==> config.mk <==
export PLATFORM = sky130hd
export DESIGN_NAME = ridat_ctrl
export DESIGN_NICKNAME = d
export VERILOG_FILES = /design/src/hw/rtl/ridat_pkg.sv /design/src/hw/rtl/ridat_ctrl.sv
export SDC_FILE = /design/constraint.sdc
export NUM_CORES = 1
export LEC_CHECK = 0
export ABC_AREA = 1
export ABC_CLOCK_PERIOD_IN_PS = 2400
export BUFFER_PORTS_ARGS = -buffer_cell sky130_fd_sc_hd__buf_2
export CELL_PAD_IN_SITES_DETAIL_PLACEMENT = 2
export CELL_PAD_IN_SITES_GLOBAL_PLACEMENT = 2
export CORE_MARGIN = 5
export CORE_UTILIZATION = 16
export DETAILED_ROUTE_END_ITERATION = 8
export GPL_TIMING_DRIVEN = 0
export PLACE_DENSITY = 0.81
export SETUP_SLACK_MARGIN = 0.5
export SYNTH_ARGS = -nofsm -noshare
export SYNTH_HDL_FRONTEND = slang
export SYNTH_SLANG_ARGS = --single-unit
==> constraint.sdc <==
create_clock -name aclk -period 2.4 [get_ports aclk]
set_input_delay 0.24 -clock aclk [delete_from_list [all_inputs] [get_ports aclk]]
set_output_delay 0.24 -clock aclk [all_outputs]
set_load 0.01 [all_outputs]
==> src/hw/rtl/ridat_pkg.sv <==
`timescale 1ns / 1ps
package ridat_pkg;

    localparam int MAX_REQUESTS_DEF      = 64;
    localparam int MAX_PAYLOAD_WORDS_DEF = 8;

    localparam logic [2:0] OP_ALLOC   = 3'd0;
    localparam logic [2:0] OP_RELEASE = 3'd1;
    localparam logic [2:0] OP_SETLOC  = 3'd2;
    localparam logic [2:0] OP_READ    = 3'd3;
    localparam logic [2:0] OP_PWRITE  = 3'd4;
    localparam logic [2:0] OP_PREAD   = 3'd5;

    localparam logic [2:0] ST_OK      = 3'd0;
    localparam logic [2:0] ST_NOFREE  = 3'd1;
    localparam logic [2:0] ST_RANGE   = 3'd2;
    localparam logic [2:0] ST_FREEREL = 3'd3;
    localparam logic [2:0] ST_INVAR   = 3'd4;

    localparam logic [0:0] CFG_ACTIVE  = 1'b0;
    localparam logic [0:0] CFG_PWORDS  = 1'b1;

    // entry fields as stored
    typedef struct packed {
        logic [7:0]  etype;
        logic [7:0]  eflag;
        logic [7:0]  hop;
        logic [2:0]  loc_type;
        logic [15:0] loc_id;
        logic [15:0] slot;
    } entry_t;

    // controller to datapath
    typedef struct packed {
        logic init_start;   // restart the clearing sweep
        logic init_step;    // clear one row and one free-stack slot
        logic load;         // capture incoming word and decode
        logic rd;           // registered reads of the target entry
        logic commit;       // apply the op to the stores
        logic clr_step;     // clear one payload word
        logic out_load;     // form the result word
    } ridat_cmd_t;

    // datapath to controller
    typedef struct packed {
        logic init_done;
        logic need_clear;
        logic clr_done;
    } ridat_sts_t;

    function automatic logic inv_ok(input logic [2:0] lt, input logic [15:0] loc,
                                    input logic [15:0] slot);
        logic slot_none;
        slot_none = (slot == 16'hFFFF);
        case (lt)
            3'd0:    inv_ok = (loc == 16'hFFFF) && slot_none;
            3'd1:    inv_ok = !loc[15] && !slot[15];
            3'd2:    inv_ok = !loc[15] && slot_none;
            3'd3:    inv_ok = !loc[15] && slot_none;
            3'd4:    inv_ok = slot_none;
            default: inv_ok = 1'b0;
        endcase
    endfunction

endpackage

==> src/hw/rtl/ridat_ctrl.sv <==
`timescale 1ns / 1ps
module ridat_ctrl (
    input  logic                 aclk,
    input  logic                 aresetn,
    input  logic                 cfg_wr,
    input  logic                 s_fire,
    input  logic                 m_busy,
    input  ridat_pkg::ridat_sts_t sts,
    output ridat_pkg::ridat_cmd_t cmd,
    output logic                 s_ready,
    output logic                 out_set
);

    localparam logic [2:0] S_INIT  = 3'd0;
    localparam logic [2:0] S_IDLE  = 3'd1;
    localparam logic [2:0] S_RD    = 3'd2;
    localparam logic [2:0] S_EXEC  = 3'd3;
    localparam logic [2:0] S_CLR   = 3'd4;
    localparam logic [2:0] S_OUT   = 3'd5;

    logic [2:0] state_reg, state_next;

    always_ff @(posedge aclk) begin
        if (!aresetn || cfg_wr) begin
            state_reg <= S_INIT;
        end else begin
            state_reg <= state_next;
        end
    end

    always_comb begin
        state_next = state_reg;
        cmd = '0;
        s_ready = 1'b0;
        out_set = 1'b0;
        cmd.init_start = !aresetn || cfg_wr;
        case (state_reg)
            S_INIT: begin
                cmd.init_step = 1'b1;
                if (sts.init_done) state_next = S_IDLE;
            end
            S_IDLE: begin
                s_ready = !m_busy;
                cmd.load = s_fire;
                if (s_fire) state_next = S_RD;
            end
            S_RD: begin
                cmd.rd = 1'b1;
                state_next = S_EXEC;
            end
            S_EXEC: begin
                cmd.commit = 1'b1;
                cmd.out_load = 1'b1;
                state_next = sts.need_clear ? S_CLR : S_OUT;
            end
            S_CLR: begin
                cmd.clr_step = 1'b1;
                if (sts.clr_done) state_next = S_OUT;
            end
            S_OUT: begin
                out_set = 1'b1;
                state_next = S_IDLE;
            end
            default: state_next = S_INIT;
        endcase
    end

    assert property (@(posedge aclk) disable iff (!aresetn)
        s_fire |-> state_reg == S_IDLE) else $error("word taken outside idle");
    assert property (@(posedge aclk) disable iff (!aresetn)
        (state_reg == S_RD && !cfg_wr) |=> state_reg == S_EXEC)
        else $error("read not followed by exec");
    assert property (@(posedge aclk) disable iff (!aresetn)
        out_set |-> !m_busy) else $error("result overwritten");

endmodule

Word level (Yosys, flattened, before mapping)
Index checks and enable logic that the tools add are counted.

storage, ports and cells
  register bits after elaboration = 3
  input port bits = 8
  output and inout bits = 9
  logic and storage cells = 26

cells by class
  equality and inequality tests = 8
  mux-type cells = 12
  reduce and logical (&&, ||, !) cells = 5

operator list
  operator                                                                number
  3-bit case mux with 6 select lines                                      1
  3-bit 2-to-1 mux                                                        3
  1-bit 2-to-1 mux                                                        8
  3-bit by 2-bit equality test with 1-bit output (second input constant)  2
  3-bit equality test (second input constant)                             2
  2-bit != test (second input constant)                                   3
  3-bit by 1-bit equality test with 1-bit output (second input constant)  1
  3-bit logical NOT                                                       1
  3-bit AND reduction                                                     1
  1-bit logical NOT                                                       2
  1-bit logical OR                                                        1

Longest topological paths before layout
Gate-level depths: netlist of run 1.

  depth in word-level cells = 3
  gate-level depth with buffers = 6
  mapped depth without buffers = 6

Least setup slack after synthesis of run 1
Ideal clock, no wire load.

  kind = reg2out
  start = register state_reg[1]
  end = output port cmd[2] (netlist name)
  arrival = 1.008 ns
  data required time = 2.160 ns
  path slack = 1.152 ns
  cell stages (with the launch flop) = 4
  buffers on the path = 1
  cell sequence = dfxtp_1 inv_1 nor3_1 buf_4

RTL lines
  item                    RTL line          text
  start, declared         ridat_ctrl.sv:21  logic [2:0] state_reg, state_next;
  start signal, assigned  ridat_ctrl.sv:27  state_reg <= state_next;
  end, declared           ridat_ctrl.sv:9   output ridat_pkg::ridat_cmd_t cmd,

==> results.cfg, run 1 <==
[run_status]
outcome = complete, no violations

[drt]
num_vias = 311
routed_wl_um = 738
drt_iter0_markers = 0
ant_nets = 0
post_drt_via_cell_ratio = 4.04
drt_pass1_iterations = 1
wl_per_cell_um = 9.58
drc = 0

[power]
p_leak_nw = 0.217
swShare = 0.256
powerDensity_nw_per_um2 = 477
peakVddDrop_mv = 0.155
pwr-share-clk = 0.527
p_sw_mw = 0.0431
p_comb_frac = 0.163
pwr-share-seq = 0.309
p_int_mw = 0.125

[sta]
period_minus_slack_ns = 1.49
finClkSkew_ns = 0.00175
slew_headroom = 0.792
holdWs_ns = 0.285
drv_slew = 0
hold_viol = 0
setup_viol = 0
worstMarginPinSlew_ns = 0.309
fin_crit_sh = 0.621
rsz0062_at_grt = no
setup_tns_ns = 0
max_freq_ghz = 0.671

[final_layout]
final-instance-count-excl-fill = 77
largest_reg_flops = 3
area_delta_synth_final_pct = 54.9
final_common_cell = buf_2
fin_area_um2 = 353
final_cell_mix = buf_2 (16), inv_1 (12), nor2_1 (12), nand3_1 (5), nand2_1 (4)
n_antenna_cell = 0
layout-drive-gt1-share = 0.339
utilization = 0.268
nets = 71

[clock_tree]
cts_tree = done
ctsResizeCount = 0
clkTransAtPathRegs_ns = 0.04
clock_sinks = 3
cts.path.max_buffers = 2
post-cts-setup-buffers = 0
clk_latency_ns = 0.23
postCtsHoldBufs = 0
cts_root_buffer = clkbuf_4
cts_buffers = 3
htree_levels = 1

[synth]
ys_ff_latch = 3
yosys.area.top_type_share = 0.264
synthCells = 42
synth_top_area_cell = dfxtp_1
ys_warn_count = 0
syn_avg_cell_area_um2 = 5.42
syn-num-nets = 50
yosys-top-cells-area = dfxtp_1 (26%), inv_1 (20%), nor2_1 (20%)
ys_seq_area_frac = 0.264
synth_area_um2 = 228
synth.distinct_cells = 9

[global_routing]
grt_pass1_vias = 328
antenna_found_initial = 0
grt_util_met1 = 0.0819
grtUsageMet3 = 0.0113
grt_use_met2 = 0.137
grt_max_degree = 7
busiest_layer = met2
overflow = 0
grt_pass1_wl_um = 1220
grt_util_all_layers = 0.0786

[placed_design]
place_area_um2 = 327
dp.cells = 73
routabilityCongestion = 0.683
port_buffers = 16
hpwlAfterDp_um = 683

[critical_path]
cp-start-kind = register
cp.required_ns = 2.16
crit_type = register to output pin
worstPathMaxFanout = 4
cp-end-kind = output pin
cp.arrival_ns = 1.25
rrSetupSlack_ns = 1.39

[floorplanning]
die_x_um = 47.7
die_h_um = 47.7
num_io_pins = 17
start_util = 0.173
core_region_area_um2 = 1320
row_count = 13
fp.dieArea_um2 = 2280

[worst_hold_path]
hold_class = input port to register

[run]
cap_violations = 0
-- worst paths after layout --
kind,startpoint,end,cells after the start
worst max register to register,state_reg[2]$_SDFFE_PP0P_,state_reg[0]$_SDFFE_PP0P_,5
worst max-delay path,state_reg[1]$_SDFFE_PP0P_,cmd[2],4
worst min-delay path,cfg_wr,state_reg[0]$_SDFFE_PP0P_,4
worst min register to register,state_reg[2]$_SDFFE_PP0P_,state_reg[0]$_SDFFE_PP0P_,3
-- worst max-delay path, stage by stage (launching register included) --
cell,delay [ns]
dfxtp_1,0.37
inv_1,0.08
nor3_1,0.29
buf_4,0.16
buf_2,0.11
-- metal layers --
metal  vias up  wire, um  share of wire
met5         -         0              0
met4         0        15          0.020
met3         2        31          0.042
met2         8       399           0.54
met1       138       290           0.39
li1        163         -              -
-- cells in the mapped netlist --
library cell and count:
buf_4 1, dfxtp_1 3, inv_1 12, nand2_1 4
nand3_1 5, nor2_1 12, nor3_1 2, nor3_2 1
o21ai_0 2
-- cell type report --
type                    count  area, um2
inverters                  12       45.0
flip-flops and latches      3       60.1
fillers                   185        965
repair buffers             16       80.1
plain buffers               1       7.51
well taps                  15       18.8
multi-input cells          26        115
clock buffers               4       26.3
-- power by group through the flow --
stage	registers [mW]	clock network [mW]	logic [mW]
after floorplan	0.0527	0	0.0162
after global placement	0.0529	0	0.0271
after detailed placement	0.0529	0	0.0284
after CTS	0.0521	0.0943	0.0285
after global routing	0.0522	0.0991	0.0323
final	0.0521	0.0888	0.0275
-- kinds of logic after synthesis --
family                 count (synthesis)  synth area share
AND/OR/NAND/NOR                       24             0.461
buffers and inverters                 13             0.231
flip-flops                             3             0.264
AO/OA/AOI/OAI                          2            0.0440
-- metrics by stage --
stage | setup slack [ns] | total power, mW
5_1_grt | 0.789 | 0.184
2_1_floorplan | 1.15 | 0.0690
3_3_place_gp | 1.13 | 0.0800
4_1_cts | 0.868 | 0.175
6_report | 0.910 | 0.168
3_5_place_dp | 1.12 | 0.0814
No activity file was read; power rests on OpenSTA's default activity.
==> inputs of run 2 (changes only) <==
ABC_CLOCK_PERIOD_IN_PS = 1310   (was 2400)
CORE_UTILIZATION = 13   (was 16)
PLACE_DENSITY = 0.72   (was 0.81)
clock period = 1.31 ns   (was 2.4 ns; I/O delays follow)
==> results.cfg, run 2 (synthesized netlist as in run 1, its figures left out) <==
[sta]
period_minus_slack_ns = 1.19
finClkSkew_ns = 0.00471
hold_viol = 0
max_freq_ghz = 0.843
slew_headroom = 0.879
rsz0062_at_grt = yes
worstMarginPinSlew_ns = 0.180
fin_crit_sh = 0.905
setup_viol = 0
setup_tns_ns = 0
drv_slew = 0

[critical_path]
reg2reg_from = state_reg[0]$_SDFFE_PP0P_
cp.arrival_ns = 1.05
worstRegToRegCells = 7
crit_type = register to output pin
cp-end-kind = output pin
worstPathMaxFanout = 3
cp-start-kind = register
cp.required_ns = 1.18
rrSetupSlack_ns = 0.35
r2r-end = state_reg[1]$_SDFFE_PP0P_

[global_routing]
overflow = 0
grt_pass1_wl_um = 1260
grt_max_degree = 7
antenna_found_initial = 0
grt_util_all_layers = 0.0657
grt_pass1_vias = 326

[final_layout]
area_delta_synth_final_pct = 97.8
nets = 75
final_common_cell = buf_2
final_cell_mix = buf_2 (15), inv_1 (9), nor2_1 (7)
final-instance-count-excl-fill = 83
n_antenna_cell = 0
layout-drive-gt1-share = 0.606
largest_reg_flops = 3
fillers = 218

[worst_hold_path]
min_path_cells = 4
hold_start = cfg_wr
hold_class = input port to register
holdPathEnd = state_reg[0]$_SDFFE_PP0P_

[drt]
ant_nets = 0
drt_iter0_markers = 2
routed_wl_um = 839
num_vias = 334
drt_pass1_iterations = 2
post_drt_via_cell_ratio = 4.02
wl_per_cell_um = 10.1
drc = 0

[clock_tree]
cts.path.max_buffers = 2
clock_sinks = 3
cts_buffers = 3
clk_latency_ns = 0.24
clkTransAtPathRegs_ns = 0.04
cts_root_buffer = clkbuf_4
htree_levels = 1
cts_tree = done
postCtsHoldBufs = 0

[run_status]
outcome = complete, no violations

[power]
p_leak_nw = 0.249
peakVddDrop_mv = 0.343
powerDensity_nw_per_um2 = 719
fin_total_pwr_mw = 0.324

[placed_design]
port_buffers = 16
routabilityCongestion = 0.740
dp.cells = 75
hpwlAfterDp_um = 661

[run]
cap_violations = 0

[floorplanning]
fp.dieArea_um2 = 2690
die_h_um = 51.9
die_x_um = 51.9
num_io_pins = 17
start_util = 0.135
row_count = 15
core_region_area_um2 = 1690
==> run 2: cell count changes in the layout (fill, tap and decap cells not counted), moves of 3 or more <==
cell and change:
nor2_1 -5, nor2_2 +4, buf_4 +3, dfxtp_1 -3, inv_1 -3, inv_4 +3
==> run 2: area by class of cell <==
class,instances,area [um2],area share
Buffer,1,11.3,0.0250
Inverter,12,52.6,0.117
Multi-Input combinational cell,26,154,0.342
Sequential cell,3,68.8,0.153
Tap cell,17,21.3,0.0472
Clock buffer,4,26.3,0.0583
Timing Repair Buffer,20,116,0.258
==> run 2: timing repair <==
item,in CTS,in global routing
gates resized for setup,8,5
pin swaps,3,3
setup endpoints to repair,11,11
buffers inserted,2,2
==> run 2: metrics by stage <==
step	utilization	area, um2	setup slack [ns]	hold WS (ns)
CTS	0.249	420	0.111	0.177
finish	0.267	450	0.124	0.180
floorplan	-	251	0.425	0.309
global route	0.267	450	0.0584	0.192
detailed placement	0.209	353	0.302	0.427
global placement	0.209	353	0.342	0.411
==> run 2: layer usage <==
layer | GRT usage | wire (um) | up-vias
li1 | - | - | 176
met1 | 0.0641 | 350 | 147
met2 | 0.115 | 430 | 9
met3 | 0.0344 | 43 | 2
met4 | 0.0262 | 14 | 0
met5 | 0 | 0 | -
==> run 2: how the worst max path moves through the flow <==
stage | from | to | slack (ns) | cells after the start
after floorplan | state_reg[0]$_SDFFE_PP0P_ | cmd[2] | 0.43 | 3
after global routing | state_reg[0]$_SDFFE_PP0P_ | cmd[2] | 0.06 | 4
final | state_reg[0]$_SDFFE_PP0P_ | cmd[1] | 0.12 | 4
after CTS | state_reg[1]$_SDFFE_PP0P_ | cmd[2] | 0.11 | 4
after global placement | state_reg[2]$_SDFFE_PP0P_ | state_reg[0]$_SDFFE_PP0P_ | 0.34 | 5
after detailed placement | state_reg[2]$_SDFFE_PP0P_ | state_reg[0]$_SDFFE_PP0P_ | 0.30 | 5
==> run 2: worst max-delay path, stage by stage (launching register included) <==
cell	delay, ns
dfxtp_2	0.33
nor2_2	0.14
inv_1	0.08
nor2_2	0.12
buf_2	0.14
==> run 2: report_power, final <==
part / switching (mW) / internal [mW] / total, mW
registers: 0.00306 / 0.0908 / 0.0939
clock network: 0.0536 / 0.114 / 0.168
logic: 0.0345 / 0.0271 / 0.0616
total: 0.0912 / 0.232 / 0.324
==> inputs of run 3 (changes only) <==
CELL_PAD_IN_SITES_DETAIL_PLACEMENT = 1   (was 2)
SETUP_SLACK_MARGIN = default   (was 0.5)
==> results.cfg, run 3 (synthesized netlist as in run 1, its figures left out) <==
[run_status]
outcome = complete, no violations

[floorplanning]
fp.dieArea_um2 = 2690
row_count = 15
num_io_pins = 17
core_region_area_um2 = 1690
start_util = 0.135
die_x_um = 51.9
die_h_um = 51.9

[placed_design]
hpwlAfterDp_um = 607
post-place-ws_ns = 0.129
port_buffers = 16
routabilityCongestion = 0.670

[final_layout]
layout-drive-gt1-share = 0.397
n_antenna_cell = 0
area_delta_synth_final_pct = 65.4
multi_input_comb_area_um2 = 126
regArea_um2 = 62.6
largest_reg_flops = 3
final_cell_mix = buf_2 (16), inv_1 (12), nor2_1 (12), nand3_1 (5), nand2_1 (4)
fillers = 234
nets = 72
final_common_cell = buf_2

[global_routing]
grt_pass1_vias = 317
grt_max_degree = 7
grt_util_all_layers = 0.0602
grt_pass1_wl_um = 1180
antenna_found_initial = 0
overflow = 0

[clock_tree]
cts.path.max_buffers = 2
clkTransAtPathRegs_ns = 0.04
cts_root_buffer = clkbuf_4
cts_tree = done
clk_latency_ns = 0.23
cts_buffers = 3
postCtsHoldBufs = 0
clock_sinks = 3
htree_levels = 1

[critical_path]
crit_buf_inv = 2
cp.arrival_ns = 1.12
crit_path_frequent_cell = nor2_1
critPathMaxStageDelay_ns = 0.32
worstPathMaxFanout = 6
cp_top_family = simple AND/OR/NAND/NOR gates
cp.required_ns = 1.18
crit_type = register to output pin
path_cells = inv_1 > nor2_1 > nand2_1 > nor2_1 > buf_2
cp-end-kind = output pin
cp-start-kind = register
critical-path-slowest-cell = dfxtp_1

[sta]
fin_crit_sh = 0.954
finClkSkew_ns = 0.00259
slew_headroom = 0.861
hold_viol = 0
max_freq_ghz = 0.800
rsz0062_at_grt = yes
period_minus_slack_ns = 1.25
setup_slack_ns = 0.0603
setup_viol = 0
drv_slew = 0
worstMarginPinSlew_ns = 0.208

[power]
p_leak_nw = 0.223
fin_total_pwr_mw = 0.304
powerDensity_nw_per_um2 = 808
peakVddDrop_mv = 0.230

[drt]
drc = 0
drt_pass1_iterations = 2
routed_wl_um = 706
num_vias = 307
post_drt_via_cell_ratio = 3.84
wl_per_cell_um = 8.83
drt_iter0_markers = 2
ant_nets = 0

[run]
cap_violations = 0

[worst_hold_path]
hold_class = input port to register
## run 3: final timing paths
path                             startpoint                         to  slack [ns]  cells past startpoint
hold / removal                       cfg_wr  state_reg[0]$_SDFFE_PP0P_        0.18                      4
setup / recovery  state_reg[0]$_SDFFE_PP0P_                     cmd[4]        0.06                      5
setup reg to reg  state_reg[2]$_SDFFE_PP0P_  state_reg[0]$_SDFFE_PP0P_        0.31                      5
hold reg to reg   state_reg[2]$_SDFFE_PP0P_  state_reg[0]$_SDFFE_PP0P_        0.67                      3
## run 3: metrics by stage
step	utilization	TNS (ns)	std cells	area, um2	hold slack (ns)
global placement	0.195	0	75	329	0.413
floorplan	-	0	42	228	0.310
detailed placement	0.195	0	75	329	0.418
CTS	0.213	0	79	360	0.169
global route	0.223	-0.106	80	377	0.176
finish	0.223	0	80	377	0.177
## run 3: layout make-up
type,count,area share
inverters,12,0.120
clock buffers,4,0.0698
plain buffers,1,0.0199
well taps,17,0.0565
repair buffers,17,0.233
flip-flops and latches,3,0.166
multi-input cells,26,0.336
## run 3: worst reg2reg max path, stage by stage, from the launching register on
cell	delay [ns]
dfxtp_2	0.39
inv_1	0.12
nand3_1	0.12
nand3_1	0.12
nor2_1	0.10
nor2_1	0.04
## run 3: power by group
part | leakage, nW | switching (mW) | total, mW | internal [mW]
combinational | 0.183 | 0.0292 | 0.0505 | 0.0214
clock | 0.0150 | 0.0444 | 0.158 | 0.114
sequential | 0.0254 | 0.00135 | 0.0956 | 0.0943
## run 3: what timing repair did
action                     4_1_cts  5_1_grt
setup buffers                    0        1
hold endpoints to repair         0        0
gates resized for setup          1        3
setup endpoints to repair        2        5
pin swaps                        1        1
## run 3: per-layer routing
metal	GRT usage	share of wire
met2	0.0941	0.53
met4	0.0655	0
met1	0.0639	0.41
met5	0	0
met3	0.0115	0.061
